--- src/hdl/nccc_pkg.sv ---
// ============================================================================
// nccc_pkg
// Shared widths, register indexes, reset values and the queue entry type of
// the next-combination unit.
// ============================================================================
`default_nettype none

package nccc_pkg;

    // Field widths of the stream payloads.
    localparam int ELEM_W      = 8;
    localparam int COUNT_W     = 6;
    localparam int COMBO_W     = 6;
    localparam int IN_TDATA_W  = 8;
    localparam int OUT_PAD_W   = 2;
    localparam int OUT_TDATA_W = ELEM_W + COUNT_W + OUT_PAD_W;

    // Width of a stored position; MAX_K must not exceed 64 (not enforced).
    localparam int IDX_W = 6;

    // Configuration port.
    localparam int CFG_IDX_W  = 1;
    localparam int CFG_DATA_W = 8;
    localparam logic [CFG_IDX_W-1:0] REG_SET_SIZE   = 1'b0;
    localparam logic [CFG_IDX_W-1:0] REG_COMBO_SIZE = 1'b1;

    localparam logic [ELEM_W-1:0]  SET_SIZE_RST   = 8'd8;
    localparam logic [COMBO_W-1:0] COMBO_SIZE_RST = 6'd4;

    // Depth of the queue between front and back; must be a power of two.
    localparam int QDEPTH = 2;

    // One loaded element as it travels from the front to the back.
    typedef struct packed {
        logic [ELEM_W-1:0] elem;
        logic [IDX_W-1:0]  idx;
        logic              close;
    } q_entry_t;

endpackage

`default_nettype wire

--- src/hdl/nccc_front.sv ---
// ============================================================================
// nccc_front
// Accepts elements, tracks the load position and decides where a set closes.
// ============================================================================
`default_nettype none

module nccc_front #(
    parameter int MAX_K = 32
) (
    input  wire logic                           aclk,
    input  wire logic                           aresetn,
    input  wire logic [nccc_pkg::COMBO_W-1:0]   combo_size,
    input  wire logic                           s_tvalid,
    output logic                                s_tready,
    input  wire logic [nccc_pkg::IN_TDATA_W-1:0] s_tdata,  // [7:0] element
    input  wire logic                           s_tlast,
    input  wire logic                           q_full,
    output logic                                q_push,
    output nccc_pkg::q_entry_t                  q_entry
);
    import nccc_pkg::*;

    localparam int IW  = (MAX_K > 1) ? $clog2(MAX_K) : 1;
    localparam int CW  = $clog2(MAX_K + 1);
    localparam int KXW = ((CW > COMBO_W) ? CW : COMBO_W) + 1;

    logic [IW-1:0]  load_idx_reg;
    logic [IW-1:0]  load_idx_next;
    logic [KXW-1:0] k_ext;
    logic [KXW-1:0] m_ext;
    logic           close;

    // The length limit is sampled at every element, so it follows the
    // current register value.
    always_comb begin
        if (combo_size == '0) begin
            k_ext = KXW'(1);
        end else if (KXW'(combo_size) > KXW'(MAX_K)) begin
            k_ext = KXW'(MAX_K);
        end else begin
            k_ext = KXW'(combo_size);
        end
        m_ext = KXW'(load_idx_reg) + KXW'(1);
        close = s_tlast || (m_ext >= k_ext) || (m_ext >= KXW'(MAX_K));
    end

    assign s_tready      = !q_full;
    assign q_push        = s_tvalid && !q_full;
    assign q_entry.elem  = s_tdata[ELEM_W-1:0];
    assign q_entry.idx   = IDX_W'(load_idx_reg);
    assign q_entry.close = close;
    assign load_idx_next = close ? '0 : load_idx_reg + IW'(1);

    always_ff @(posedge aclk) begin
        if (!aresetn) begin
            load_idx_reg <= '0;
        end else if (q_push) begin
            load_idx_reg <= load_idx_next;
        end
    end

endmodule

`default_nettype wire

--- src/hdl/nccc_fifo.sv ---
// ============================================================================
// nccc_fifo
// Short queue of loaded elements between the front and the back.
// ============================================================================
`default_nettype none

module nccc_fifo (
    input  wire logic               aclk,
    input  wire logic               aresetn,
    input  wire logic               push,
    input  wire nccc_pkg::q_entry_t push_entry,
    output logic                    full,
    input  wire logic               pop,
    output nccc_pkg::q_entry_t      pop_entry,
    output logic                    valid
);
    import nccc_pkg::*;

    localparam int PW = (QDEPTH > 1) ? $clog2(QDEPTH) : 1;

    q_entry_t      slot_reg [QDEPTH];
    logic [PW-1:0] wr_ptr_reg;
    logic [PW-1:0] rd_ptr_reg;
    logic [PW:0]   cnt_reg;
    logic [PW:0]   cnt_next;

    assign full      = (cnt_reg == (PW+1)'(QDEPTH));
    assign valid     = (cnt_reg != '0);
    assign pop_entry = slot_reg[rd_ptr_reg];

    always_comb begin
        cnt_next = cnt_reg;
        if (push && !pop) begin
            cnt_next = cnt_reg + (PW+1)'(1);
        end else if (pop && !push) begin
            cnt_next = cnt_reg - (PW+1)'(1);
        end
    end

    always_ff @(posedge aclk) begin
        if (push) begin
            slot_reg[wr_ptr_reg] <= push_entry;
        end
    end

    always_ff @(posedge aclk) begin
        if (!aresetn) begin
            wr_ptr_reg <= '0;
            rd_ptr_reg <= '0;
            cnt_reg    <= '0;
        end else begin
            if (push) begin
                wr_ptr_reg <= wr_ptr_reg + PW'(1);
            end
            if (pop) begin
                rd_ptr_reg <= rd_ptr_reg + PW'(1);
            end
            cnt_reg <= cnt_next;
        end
    end

endmodule

`default_nettype wire

--- src/hdl/nccc_back.sv ---
// ============================================================================
// nccc_back
// Stores a set, finds the pivot, forms the successor, counts the missing
// elements and streams the result out through an output register.
// ============================================================================
`default_nettype none

module nccc_back #(
    parameter int MAX_K = 32,
    parameter int MAX_N = 255
) (
    input  wire logic                             aclk,
    input  wire logic                             aresetn,
    input  wire logic [nccc_pkg::ELEM_W-1:0]      set_size,
    input  wire logic                             q_valid,
    input  wire nccc_pkg::q_entry_t               q_entry,
    output logic                                  q_ready,
    output logic                                  m_tvalid,
    input  wire logic                             m_tready,
    output logic [nccc_pkg::OUT_TDATA_W-1:0]      m_tdata,  // [7:0] element_res,
                                                            // [13:8] new_count
    output logic                                  m_tlast,
    output logic                                  m_tuser   // [0] wrapped
);
    import nccc_pkg::*;

    localparam int IW = (MAX_K > 1) ? $clog2(MAX_K) : 1;
    localparam int CW = $clog2(MAX_K + 1);
    localparam int TW = ((CW > ELEM_W) ? CW : ELEM_W) + 2;

    typedef enum logic [2:0] {
        S_LOAD,
        S_SRCH_RD,
        S_SRCH_CMP,
        S_CNT_RD,
        S_CNT_CMP,
        S_EMIT
    } state_t;

    state_t             state_reg;
    logic [ELEM_W-1:0]  orig_mem [MAX_K];
    logic [ELEM_W-1:0]  rd_data_reg;
    logic [IW-1:0]      rd_addr;
    logic [ELEM_W-1:0]  comb_reg [MAX_K];
    logic [ELEM_W-1:0]  comb_next [MAX_K];
    logic [CW-1:0]      m_reg;
    logic [CW-1:0]      count_reg;
    logic [CW-1:0]      emit_cnt_reg;
    logic [IW-1:0]      pos_reg;
    logic [IW-1:0]      cnt_idx_reg;
    logic               wrap_reg;
    logic               out_valid_reg;
    logic [ELEM_W-1:0]  out_elem_reg;
    logic               out_last_reg;
    logic [COUNT_W-1:0] out_count_reg;
    logic               out_wrap_reg;

    logic [ELEM_W-1:0]  n_eff;
    logic [TW-1:0]      target;
    logic               hit;
    logic               found;
    logic [IW-1:0]      ld_idx;
    logic [CW-1:0]      ld_m;
    logic               out_ready;
    logic               emit_last;
    logic               cnt_last;
    logic [ELEM_W-1:0]  base;

    always_comb begin
        if (int'(set_size) > MAX_N) begin
            n_eff = ELEM_W'(MAX_N);
        end else begin
            n_eff = set_size;
        end
        // Largest allowed value at the current position, n - m + 1 + pos.
        // Negative values land far above any element in TW bits.
        target = TW'(n_eff) + TW'(pos_reg) + TW'(1) - TW'(m_reg);
        hit    = (target == TW'(rd_data_reg));
    end

    assign ld_idx    = q_entry.idx[IW-1:0];
    assign ld_m      = CW'(ld_idx) + CW'(1);
    assign q_ready   = (state_reg == S_LOAD);
    assign rd_addr   = (state_reg == S_CNT_RD) ? cnt_idx_reg : pos_reg;
    assign out_ready = !out_valid_reg || m_tready;
    assign emit_last = (emit_cnt_reg == m_reg - CW'(1));
    assign cnt_last  = (CW'(cnt_idx_reg) == m_reg - CW'(1));
    assign base      = rd_data_reg + ELEM_W'(1);

    // Successor: the pivot gets one more, the tail counts up from it.
    always_comb begin
        for (int j = 0; j < MAX_K; j++) begin
            if (IW'(j) >= pos_reg) begin
                comb_next[j] = base + ELEM_W'(IW'(j) - pos_reg);
            end else begin
                comb_next[j] = comb_reg[j];
            end
        end
    end

    // One old element against every element of the new set.
    always_comb begin
        found = 1'b0;
        for (int j = 0; j < MAX_K; j++) begin
            if ((CW'(j) < m_reg) && (comb_reg[j] == rd_data_reg)) begin
                found = 1'b1;
            end
        end
    end

    // Copy of the set as loaded, read one position per access.
    always_ff @(posedge aclk) begin
        if (q_ready && q_valid) begin
            orig_mem[ld_idx] <= q_entry.elem;
        end
        rd_data_reg <= orig_mem[rd_addr];
    end

    always_ff @(posedge aclk) begin
        if (!aresetn) begin
            state_reg     <= S_LOAD;
            out_valid_reg <= 1'b0;
        end else begin
            // The output register refills while emitting, otherwise it empties
            // once the downstream side takes its transaction.
            if (state_reg == S_EMIT && out_ready) begin
                out_valid_reg <= 1'b1;
            end else if (m_tready) begin
                out_valid_reg <= 1'b0;
            end
            unique case (state_reg)
                S_LOAD: begin
                    if (q_valid) begin
                        comb_reg[ld_idx] <= q_entry.elem;
                        if (q_entry.close) begin
                            m_reg     <= ld_m;
                            pos_reg   <= ld_idx;
                            state_reg <= S_SRCH_RD;
                        end
                    end
                end
                S_SRCH_RD: begin
                    state_reg <= S_SRCH_CMP;
                end
                S_SRCH_CMP: begin
                    if (hit) begin
                        if (pos_reg == '0) begin
                            wrap_reg     <= 1'b1;
                            count_reg    <= m_reg;
                            emit_cnt_reg <= '0;
                            state_reg    <= S_EMIT;
                        end else begin
                            pos_reg   <= pos_reg - IW'(1);
                            state_reg <= S_SRCH_RD;
                        end
                    end else begin
                        for (int j = 0; j < MAX_K; j++) begin
                            comb_reg[j] <= comb_next[j];
                        end
                        wrap_reg    <= 1'b0;
                        count_reg   <= '0;
                        cnt_idx_reg <= '0;
                        state_reg   <= S_CNT_RD;
                    end
                end
                S_CNT_RD: begin
                    state_reg <= S_CNT_CMP;
                end
                S_CNT_CMP: begin
                    if (!found) begin
                        count_reg <= count_reg + CW'(1);
                    end
                    if (cnt_last) begin
                        emit_cnt_reg <= '0;
                        state_reg    <= S_EMIT;
                    end else begin
                        cnt_idx_reg <= cnt_idx_reg + IW'(1);
                        state_reg   <= S_CNT_RD;
                    end
                end
                S_EMIT: begin
                    if (out_ready) begin
                        out_elem_reg  <= comb_reg[0];
                        out_last_reg  <= emit_last;
                        out_count_reg <= emit_last ? COUNT_W'(count_reg) : '0;
                        out_wrap_reg  <= wrap_reg;
                        for (int j = 0; j < MAX_K - 1; j++) begin
                            comb_reg[j] <= comb_reg[j+1];
                        end
                        emit_cnt_reg <= emit_cnt_reg + CW'(1);
                        if (emit_last) begin
                            state_reg <= S_LOAD;
                        end
                    end
                end
                default: begin
                    state_reg <= S_LOAD;
                end
            endcase
        end
    end

    assign m_tvalid = out_valid_reg;
    assign m_tdata  = {{OUT_PAD_W{1'b0}}, out_count_reg, out_elem_reg};
    assign m_tlast  = out_last_reg;
    assign m_tuser  = out_wrap_reg;

    a_count_bounded: assert property (@(posedge aclk) disable iff (!aresetn)
        (state_reg == S_EMIT) |-> (count_reg <= m_reg))
        else $error("missing count exceeds set length");

    a_pivot_in_set: assert property (@(posedge aclk) disable iff (!aresetn)
        (state_reg == S_SRCH_RD || state_reg == S_SRCH_CMP) |-> (CW'(pos_reg) < m_reg))
        else $error("pivot search left the loaded set");

    a_last_closes: assert property (@(posedge aclk) disable iff (!aresetn)
        (state_reg == S_EMIT && out_ready && emit_last)
        |=> (state_reg == S_LOAD && m_tvalid && m_tlast))
        else $error("final result did not end the set");

endmodule

`default_nettype wire

--- src/hdl/next_combination_with_change_count_unit.sv ---
// ============================================================================
// next_combination_with_change_count_unit
// Lexicographic successor of a loaded k-combination with a changed-element count.
// ============================================================================
// Throughput: elements load at one per cycle while the queue has room; a set
//   of m elements then goes through the pivot search (a read and a compare per
//   position scanned), the membership count (skipped on wrap) and the output.
// The count reads one stored element at a time, in a read state and then a
//   compare state.
// Reset: aresetn is synchronous and active low; there is no clearing pass.
`default_nettype none

module next_combination_with_change_count_unit #(
    parameter int MAX_K = 32,
    parameter int MAX_N = 255
) (
    input  wire logic                              aclk,
    input  wire logic                              aresetn,
    // Configuration writes.
    input  wire logic                              cfg_wr_en,
    input  wire logic [nccc_pkg::CFG_IDX_W-1:0]    cfg_index,
    input  wire logic [nccc_pkg::CFG_DATA_W-1:0]   cfg_wdata,
    // Input elements.
    input  wire logic                              s_tvalid,
    output logic                                   s_tready,
    input  wire logic [nccc_pkg::IN_TDATA_W-1:0]   s_tdata,  // [7:0] element
    input  wire logic                              s_tlast,  // last
    // Results.
    output logic                                   m_tvalid,
    input  wire logic                              m_tready,
    output logic [nccc_pkg::OUT_TDATA_W-1:0]       m_tdata,  // [7:0] element_res,
                                                             // [13:8] new_count
    output logic                                   m_tlast,  // last_res
    output logic                                   m_tuser   // [0] wrapped
);
    import nccc_pkg::*;

    // The front side classifies every incoming transaction: it tracks the
    // load position and decides, with the current combo_size, whether the
    // element closes its set. Elements then wait in a short queue, so while the
    // back is still busy the front takes the next set until the queue is full.

    logic [ELEM_W-1:0]  set_size_reg;
    logic [COMBO_W-1:0] combo_size_reg;

    logic     q_full;
    logic     q_push;
    q_entry_t q_in;
    logic     q_valid;
    logic     q_pop_ready;
    q_entry_t q_out;

    // Configuration registers; write only while the unit is idle, not enforced.
    always_ff @(posedge aclk) begin
        if (!aresetn) begin
            set_size_reg   <= SET_SIZE_RST;
            combo_size_reg <= COMBO_SIZE_RST;
        end else if (cfg_wr_en) begin
            unique case (cfg_index)
                REG_SET_SIZE:   set_size_reg   <= cfg_wdata[ELEM_W-1:0];
                REG_COMBO_SIZE: combo_size_reg <= cfg_wdata[COMBO_W-1:0];
            endcase
        end
    end

    nccc_front #(
        .MAX_K (MAX_K)
    ) u_front (
        .aclk       (aclk),
        .aresetn    (aresetn),
        .combo_size (combo_size_reg),
        .s_tvalid   (s_tvalid),
        .s_tready   (s_tready),
        .s_tdata    (s_tdata),
        .s_tlast    (s_tlast),
        .q_full     (q_full),
        .q_push     (q_push),
        .q_entry    (q_in)
    );

    nccc_fifo u_fifo (
        .aclk       (aclk),
        .aresetn    (aresetn),
        .push       (q_push),
        .push_entry (q_in),
        .full       (q_full),
        .pop        (q_valid && q_pop_ready),
        .pop_entry  (q_out),
        .valid      (q_valid)
    );

    // The back side stores the set, walks down from the last position to the
    // pivot, rewrites the tail, counts old elements that vanished, and streams
    // the set out through its output register.
    nccc_back #(
        .MAX_K (MAX_K),
        .MAX_N (MAX_N)
    ) u_back (
        .aclk     (aclk),
        .aresetn  (aresetn),
        .set_size (set_size_reg),
        .q_valid  (q_valid),
        .q_entry  (q_out),
        .q_ready  (q_pop_ready),
        .m_tvalid (m_tvalid),
        .m_tready (m_tready),
        .m_tdata  (m_tdata),
        .m_tlast  (m_tlast),
        .m_tuser  (m_tuser)
    );

endmodule

`default_nettype wire

--- config.mk ---
export PLATFORM = sky130hd
export DESIGN_NAME = next_combination_with_change_count_unit
export DESIGN_NICKNAME = d
export VERILOG_FILES = /design/src/hdl/nccc_pkg.sv /design/src/hdl/nccc_front.sv /design/src/hdl/nccc_fifo.sv /design/src/hdl/nccc_back.sv /design/src/hdl/next_combination_with_change_count_unit.sv
export SDC_FILE = /design/constraint.sdc
export NUM_CORES = 2
export LEC_CHECK = 0
export ABC_CLOCK_PERIOD_IN_PS = 4700
export BUFFER_PORTS_ARGS = -buffer_cell sky130_fd_sc_hd__buf_2
export CAP_MARGIN = 5
export CORE_MARGIN = 2
export CORE_UTILIZATION = 55
export CTS_BUF_LIST = sky130_fd_sc_hd__clkbuf_8
export DETAILED_ROUTE_END_ITERATION = 16
export PLACE_DENSITY_LB_ADDON = 0.2
export REMOVE_ABC_BUFFERS = 1
export SLEW_MARGIN = 20
export SYNTH_ARGS = -nofsm -noshare
export SYNTH_HDL_FRONTEND = slang
export SYNTH_HIERARCHICAL = 1
export SYNTH_SLANG_ARGS = --single-unit
export TNS_END_PERCENT = 20
--- constraint.sdc ---
create_clock -name aclk -period 4.7 [get_ports aclk]
set_clock_uncertainty 0.1 [all_clocks]
set_input_delay 0.235 -clock aclk [delete_from_list [all_inputs] [get_ports aclk]]
set_output_delay 0.235 -clock aclk [all_outputs]
set_load 0.1 [all_outputs]
# Word-level counts from Yosys, hierarchy flattened
# Memories as Yosys holds them, arrays and structs flattened. A register that Yosys moved wholly into a read port is not among the register bits.
# Cells that the tools add are included.
dict set report op_classes {
  add_sub_neg 80
  order_cmp 67
  n_eq_ne 54
  muxes 150
  n_bitwise 32
  n_reduce_logical 64
}
# cell n
set ops {}
lappend ops {{8-bit two-way mux} 64}
lappend ops {{8-bit adder} 32}
lappend ops {{8-bit equality test} 32}
lappend ops {{5-bit by 6-bit < comparator with 1-bit output, first input constant} 16}
lappend ops {{5-bit by 5-bit subtractor with 6-bit output, first input constant} 16}
lappend ops {{5-bit greater-or-equal comparator, first input constant} 16}
lappend ops {{1-bit two-way mux} 54}
lappend ops {{4-bit by 6-bit < comparator with 1-bit output, first input constant} 8}
lappend ops {{6-bit two-way mux} 8}
lappend ops {{4-bit by 5-bit subtractor with 6-bit output, first input constant} 8}
lappend ops {{5-bit two-way mux} 9}
lappend ops {{4-bit by 5-bit greater-or-equal comparator with 1-bit output, first input constant} 8}
lappend ops {{1-bit logical AND} 37}
lappend ops {{1-bit OR} 31}
lappend ops {{3-bit by 6-bit < comparator with 1-bit output, first input constant} 4}
lappend ops {{3-bit by 5-bit subtractor with 6-bit output, first input constant} 4}
lappend ops {{3-bit two-way mux} 7}
lappend ops {{3-bit by 5-bit greater-or-equal comparator with 1-bit output, first input constant} 4}
lappend ops {{5-bit one-hot mux with 2 select lines} 2}
lappend ops {{3-bit one-hot mux with 6 select lines} 1}
lappend ops {{6-bit one-hot mux with 3 select lines} 1}
lappend ops {{4-bit AND reduction} 4}
lappend ops {{5-bit by 1-bit adder with 6-bit output, second input constant} 2}
lappend ops {{6-bit by 1-bit adder with 6-bit output, second input constant} 2}
lappend ops {{other kinds (44)} 77}
dict set report totals {
  ff_bits 72
  ramBits 540
  input_bits 23
  out_inout_bits 20
  elab_cells 468
  mem_count 3
}
# memory words width read_ports rd_clocked_by_memory_dff write_ports line
set mem_list {}
lappend mem_list {u_back.comb_reg 32 8 32 0 32 nccc_back.sv:44} ;# logic [ELEM_W-1:0] comb_reg [MAX_K];
lappend mem_list {u_back.orig_mem 32 8 1 1 1 nccc_back.sv:41} ;# logic [ELEM_W-1:0] orig_mem [MAX_K];
lappend mem_list {u_fifo.slot_reg 2 14 1 1 1 nccc_fifo.sv:21} ;# q_entry_t slot_reg [QDEPTH];

# Logic depth before layout (Yosys ltp)
# An unclocked memory read counts as a cell.
dict set report depth {
  depth_word 37
  depth_mapped 15
  mapped_depth_nobuf 13
}

# Hierarchy
# Netlist, hierarchy kept.
# module n_inst cells_per_inst area_per_inst_um2 seq_area_each_um2
set modules_own_cells {}
lappend modules_own_cells {nccc_back 1 2876 34010.1 16966.3}
lappend modules_own_cells {nccc_fifo 1 69 1303.8 1001.0}
lappend modules_own_cells {next_combination_with_change_count_unit 1 59 558.0 280.3}
lappend modules_own_cells {nccc_front 1 62 495.5 100.1}

# Worst setup path after synthesis
# OpenSTA, ideal clock, no wires.
dict set report synth_path {
  path_type {register to register}
  start {register u_back.pos_reg[4]}
  end {memory u_back.comb_reg[22][0], enable pin}
  setup_time_ns 0.378
  t_arrival_ns 4.601
  required_time_ns 4.222
  slack_ns -0.379
  path_stages_with_launch 15
  n_path_buf 4
  synth_period_minus_slack_ns 5.079
  path_cell_list {edfxtp_1 -> inv_1 -> clkbuf_1 -> buf_1 -> fa_1 -> inv_1 -> ha_1 -> a21oi_1 -> o21ai_0 -> or4_1 -> a2111oi_4 -> a21oi_2 -> buf_2 -> clkbuf_1 -> a31oi_1}
}
# element line
set synth_rtl {}
lappend synth_rtl {{start, declared} nccc_back.sv:49} ;# logic [IW-1:0] pos_reg;
lappend synth_rtl {{start signal, assigned} nccc_back.sv:137} ;# pos_reg <= ld_idx;
lappend synth_rtl {{start signal, assigned} nccc_back.sv:153} ;# pos_reg <= pos_reg - IW'(1);
lappend synth_rtl {{end, declared} nccc_back.sv:44}

==> out/metrics.cfg <==
[outcome]
status = finished with violations
violations = design-rule violations

[clock_network]
clock-sinks = 621
cts_max_level = 3
cts_tree = done
insertion_delay_ps = 730
cts-root-buf = clkbuf_8
cts_made_buffers = 102
clk_pin_slew_ps = 60
clockBufferDepth = 3

[die]
fp.dieArea_um2 = 68040
die_x_um = 260.9
initial_utilization = 0.5539
core_um2 = 65510
rows = 94
io_pins = 43
die_y_um = 260.9

[worst_setup_path]
critical_path_class = register to register
worst_setup_path_start_kind = register
crit_arrival_ps = 4920
cp-end-kind = register
r2r_cells = 17
r2r_start = u_back/pos_reg[0]
r2r-end = u_back/comb_reg[13][0]
r2r_slack_ps = 120
crit_path_max_fanout = 35
cp_data_required_time_ps = 5040

[sta]
maxSlewHeadroom = 0.2183
finalCritPeriodShare = 0.9748
setup_viol_count_final = 0
period_minus_slack_ps = 4582
fmax_mhz = 218.3
drv_slew = 0
fin_tns_setup_ps = 0
finalHoldViolations = 0
worst_slew_pin_slew_ps = 1169
whs_ps = 147.7

[place]
placedCellCount = 3974
postPlaceCellArea_um2 = 38650
routabilityCongestion = 1.044
dp_hpwl_um = 94270
port_buffers = 40

[grt]
antenna_found_initial = 2
grtUsageTotal = 0.3845
grt_max_degree = 128
grt_pass1_vias = 27530
grt_first_pass_wirelength_um = 187000
overflow = 0

[power_and_ir_drop]
peakVddDrop_mv = 0.5921
power_uw = 28970
leakage_uw = 0.01517
power.density_nw_per_um2 = 703.4

[detailed_routing]
drt-wirelength-per-cell_um = 30.95
vias_per_cell = 6.628
dr.first_iter.drc_count = 3546
vias = 27870
ant_nets = 0
drc = 2
routed_wl_um = 130200
firstDrtPassIters = 12

[worst_hold_path]
hold_path_depth = 2
min_from = s_tdata[7]
holdPathEnd = u_fifo/slot_reg[0][14]
hold_class = input port to register

[finish]
nNetsFinal = 3465
finalNonFillerCells = 4205
post-route-cell-area_um2 = 41180
flow.area_growth_from_synthesis_pct = 13.50
post_route_cells_drive_above_1_share = 0.1593

[logic_synthesis]
yosysWarningCount = 6
synth_cells = 3061
avgSynthCellArea_um2 = 11.85
synth_area_um2 = 36280

[job]
drv_cap = 0

## placed cells by master (no fill, tap or decap), types with 30 or more instances in the layout
cell type / count
mux4_2: 64
nor3_1: 72
o21ai_0: 61
xor2_1: 122
xnor2_1: 371
a221o_1: 120
buf_4: 173
nand2_1: 263
clkbuf_8: 106
nand4_1: 46
ha_1: 183
a21oi_1: 152
edfxtp_1: 585
dlygate4sd3_1: 30
nor2_1: 115
inv_1: 115
buf_2: 40
nand3_1: 130
a21o_1: 87
## how the worst max path moves through the flow
stage | start | to | slack, ps | cells past startpoint
6_report | u_back/pos_reg[0] | u_back/comb_reg[13][0] | 120 | 17
5_1_grt | set_size_reg[0] | u_back/comb_reg[24][0] | -0.2 | 17
4_1_cts | u_back/pos_reg[0] | u_back/comb_reg[26][7] | 20 | 18
3_5_place_dp | u_back/pos_reg[0] | u_back/comb_reg[1][1] | 80 | 16
3_3_place_gp | u_back/pos_reg[0] | u_back/comb_reg[25][1] | 80 | 16
2_1_floorplan | u_back/pos_reg[4] | u_back/comb_reg[6][0] | -4480 | 10
## critical path, stage by stage (launching register included)
cell	delay [ps]
edfxtp_1	370
inv_2	70
fa_1	540
inv_1	50
ha_1	190
or2_2	290
fa_2	370
xnor3_1	300
nand2_1	60
or4b_4	530
a2111oi_4	310
buf_4	190
a21oi_4	110
buf_4	170
buf_12	160
nand2_2	120
buf_4	200
nand3_1	140
## per-layer routing
metal,up-vias,part of all wire,global-route usage
li1,11890,-,-
met2,1921,0.43,0.5745
met4,0,0.069,0.2290
met3,449,0.12,0.09431
met1,13610,0.38,0.5094
met5,-,0,0
## report_power, final
group / leakage, µW / switching, µW / total [µW] / internal, µW
registers: 0.00561 / 541 / 7570 / 7030
logic: 0.00836 / 9820 / 16500 / 6660
clock network: 0.00119 / 2330 / 4910 / 2580
total: 0.0152 / 12700 / 29000 / 16300
## metrics by stage
stage,utilization,worst slack (ps)
final,0.6287,118.4
after global routing,0.6286,-0.2460
after CTS,0.6269,22.41
after detailed placement,0.5899,80.36
after global placement,0.5899,80.74
after floorplan,-,-4480
## area by class of cell
| type | instances | area, µm² |
|---|---|---|
| antenna | 2 | 5.005 |
| clock buffer | 106 | 1459 |
| multi-input combinational | 2164 | 16920 |
| inverter | 86 | 330.3 |
| clock inverter | 87 | 659.4 |
| sequential | 621 | 18300 |
| tap | 864 | 1081 |
| timing repair buffer | 275 | 2436 |
| fill | 5078 | 24330 |
## what timing repair did
action	in CTS	in global routing
pin swaps	0	2
hold buffers	30	0
setup endpoints to repair	1	108
endpoints found under the hold margin	37	0
gates cloned	0	2
buffers inserted	0	4
gates resized for setup	1	8
(Power assumes the default switching activity.)
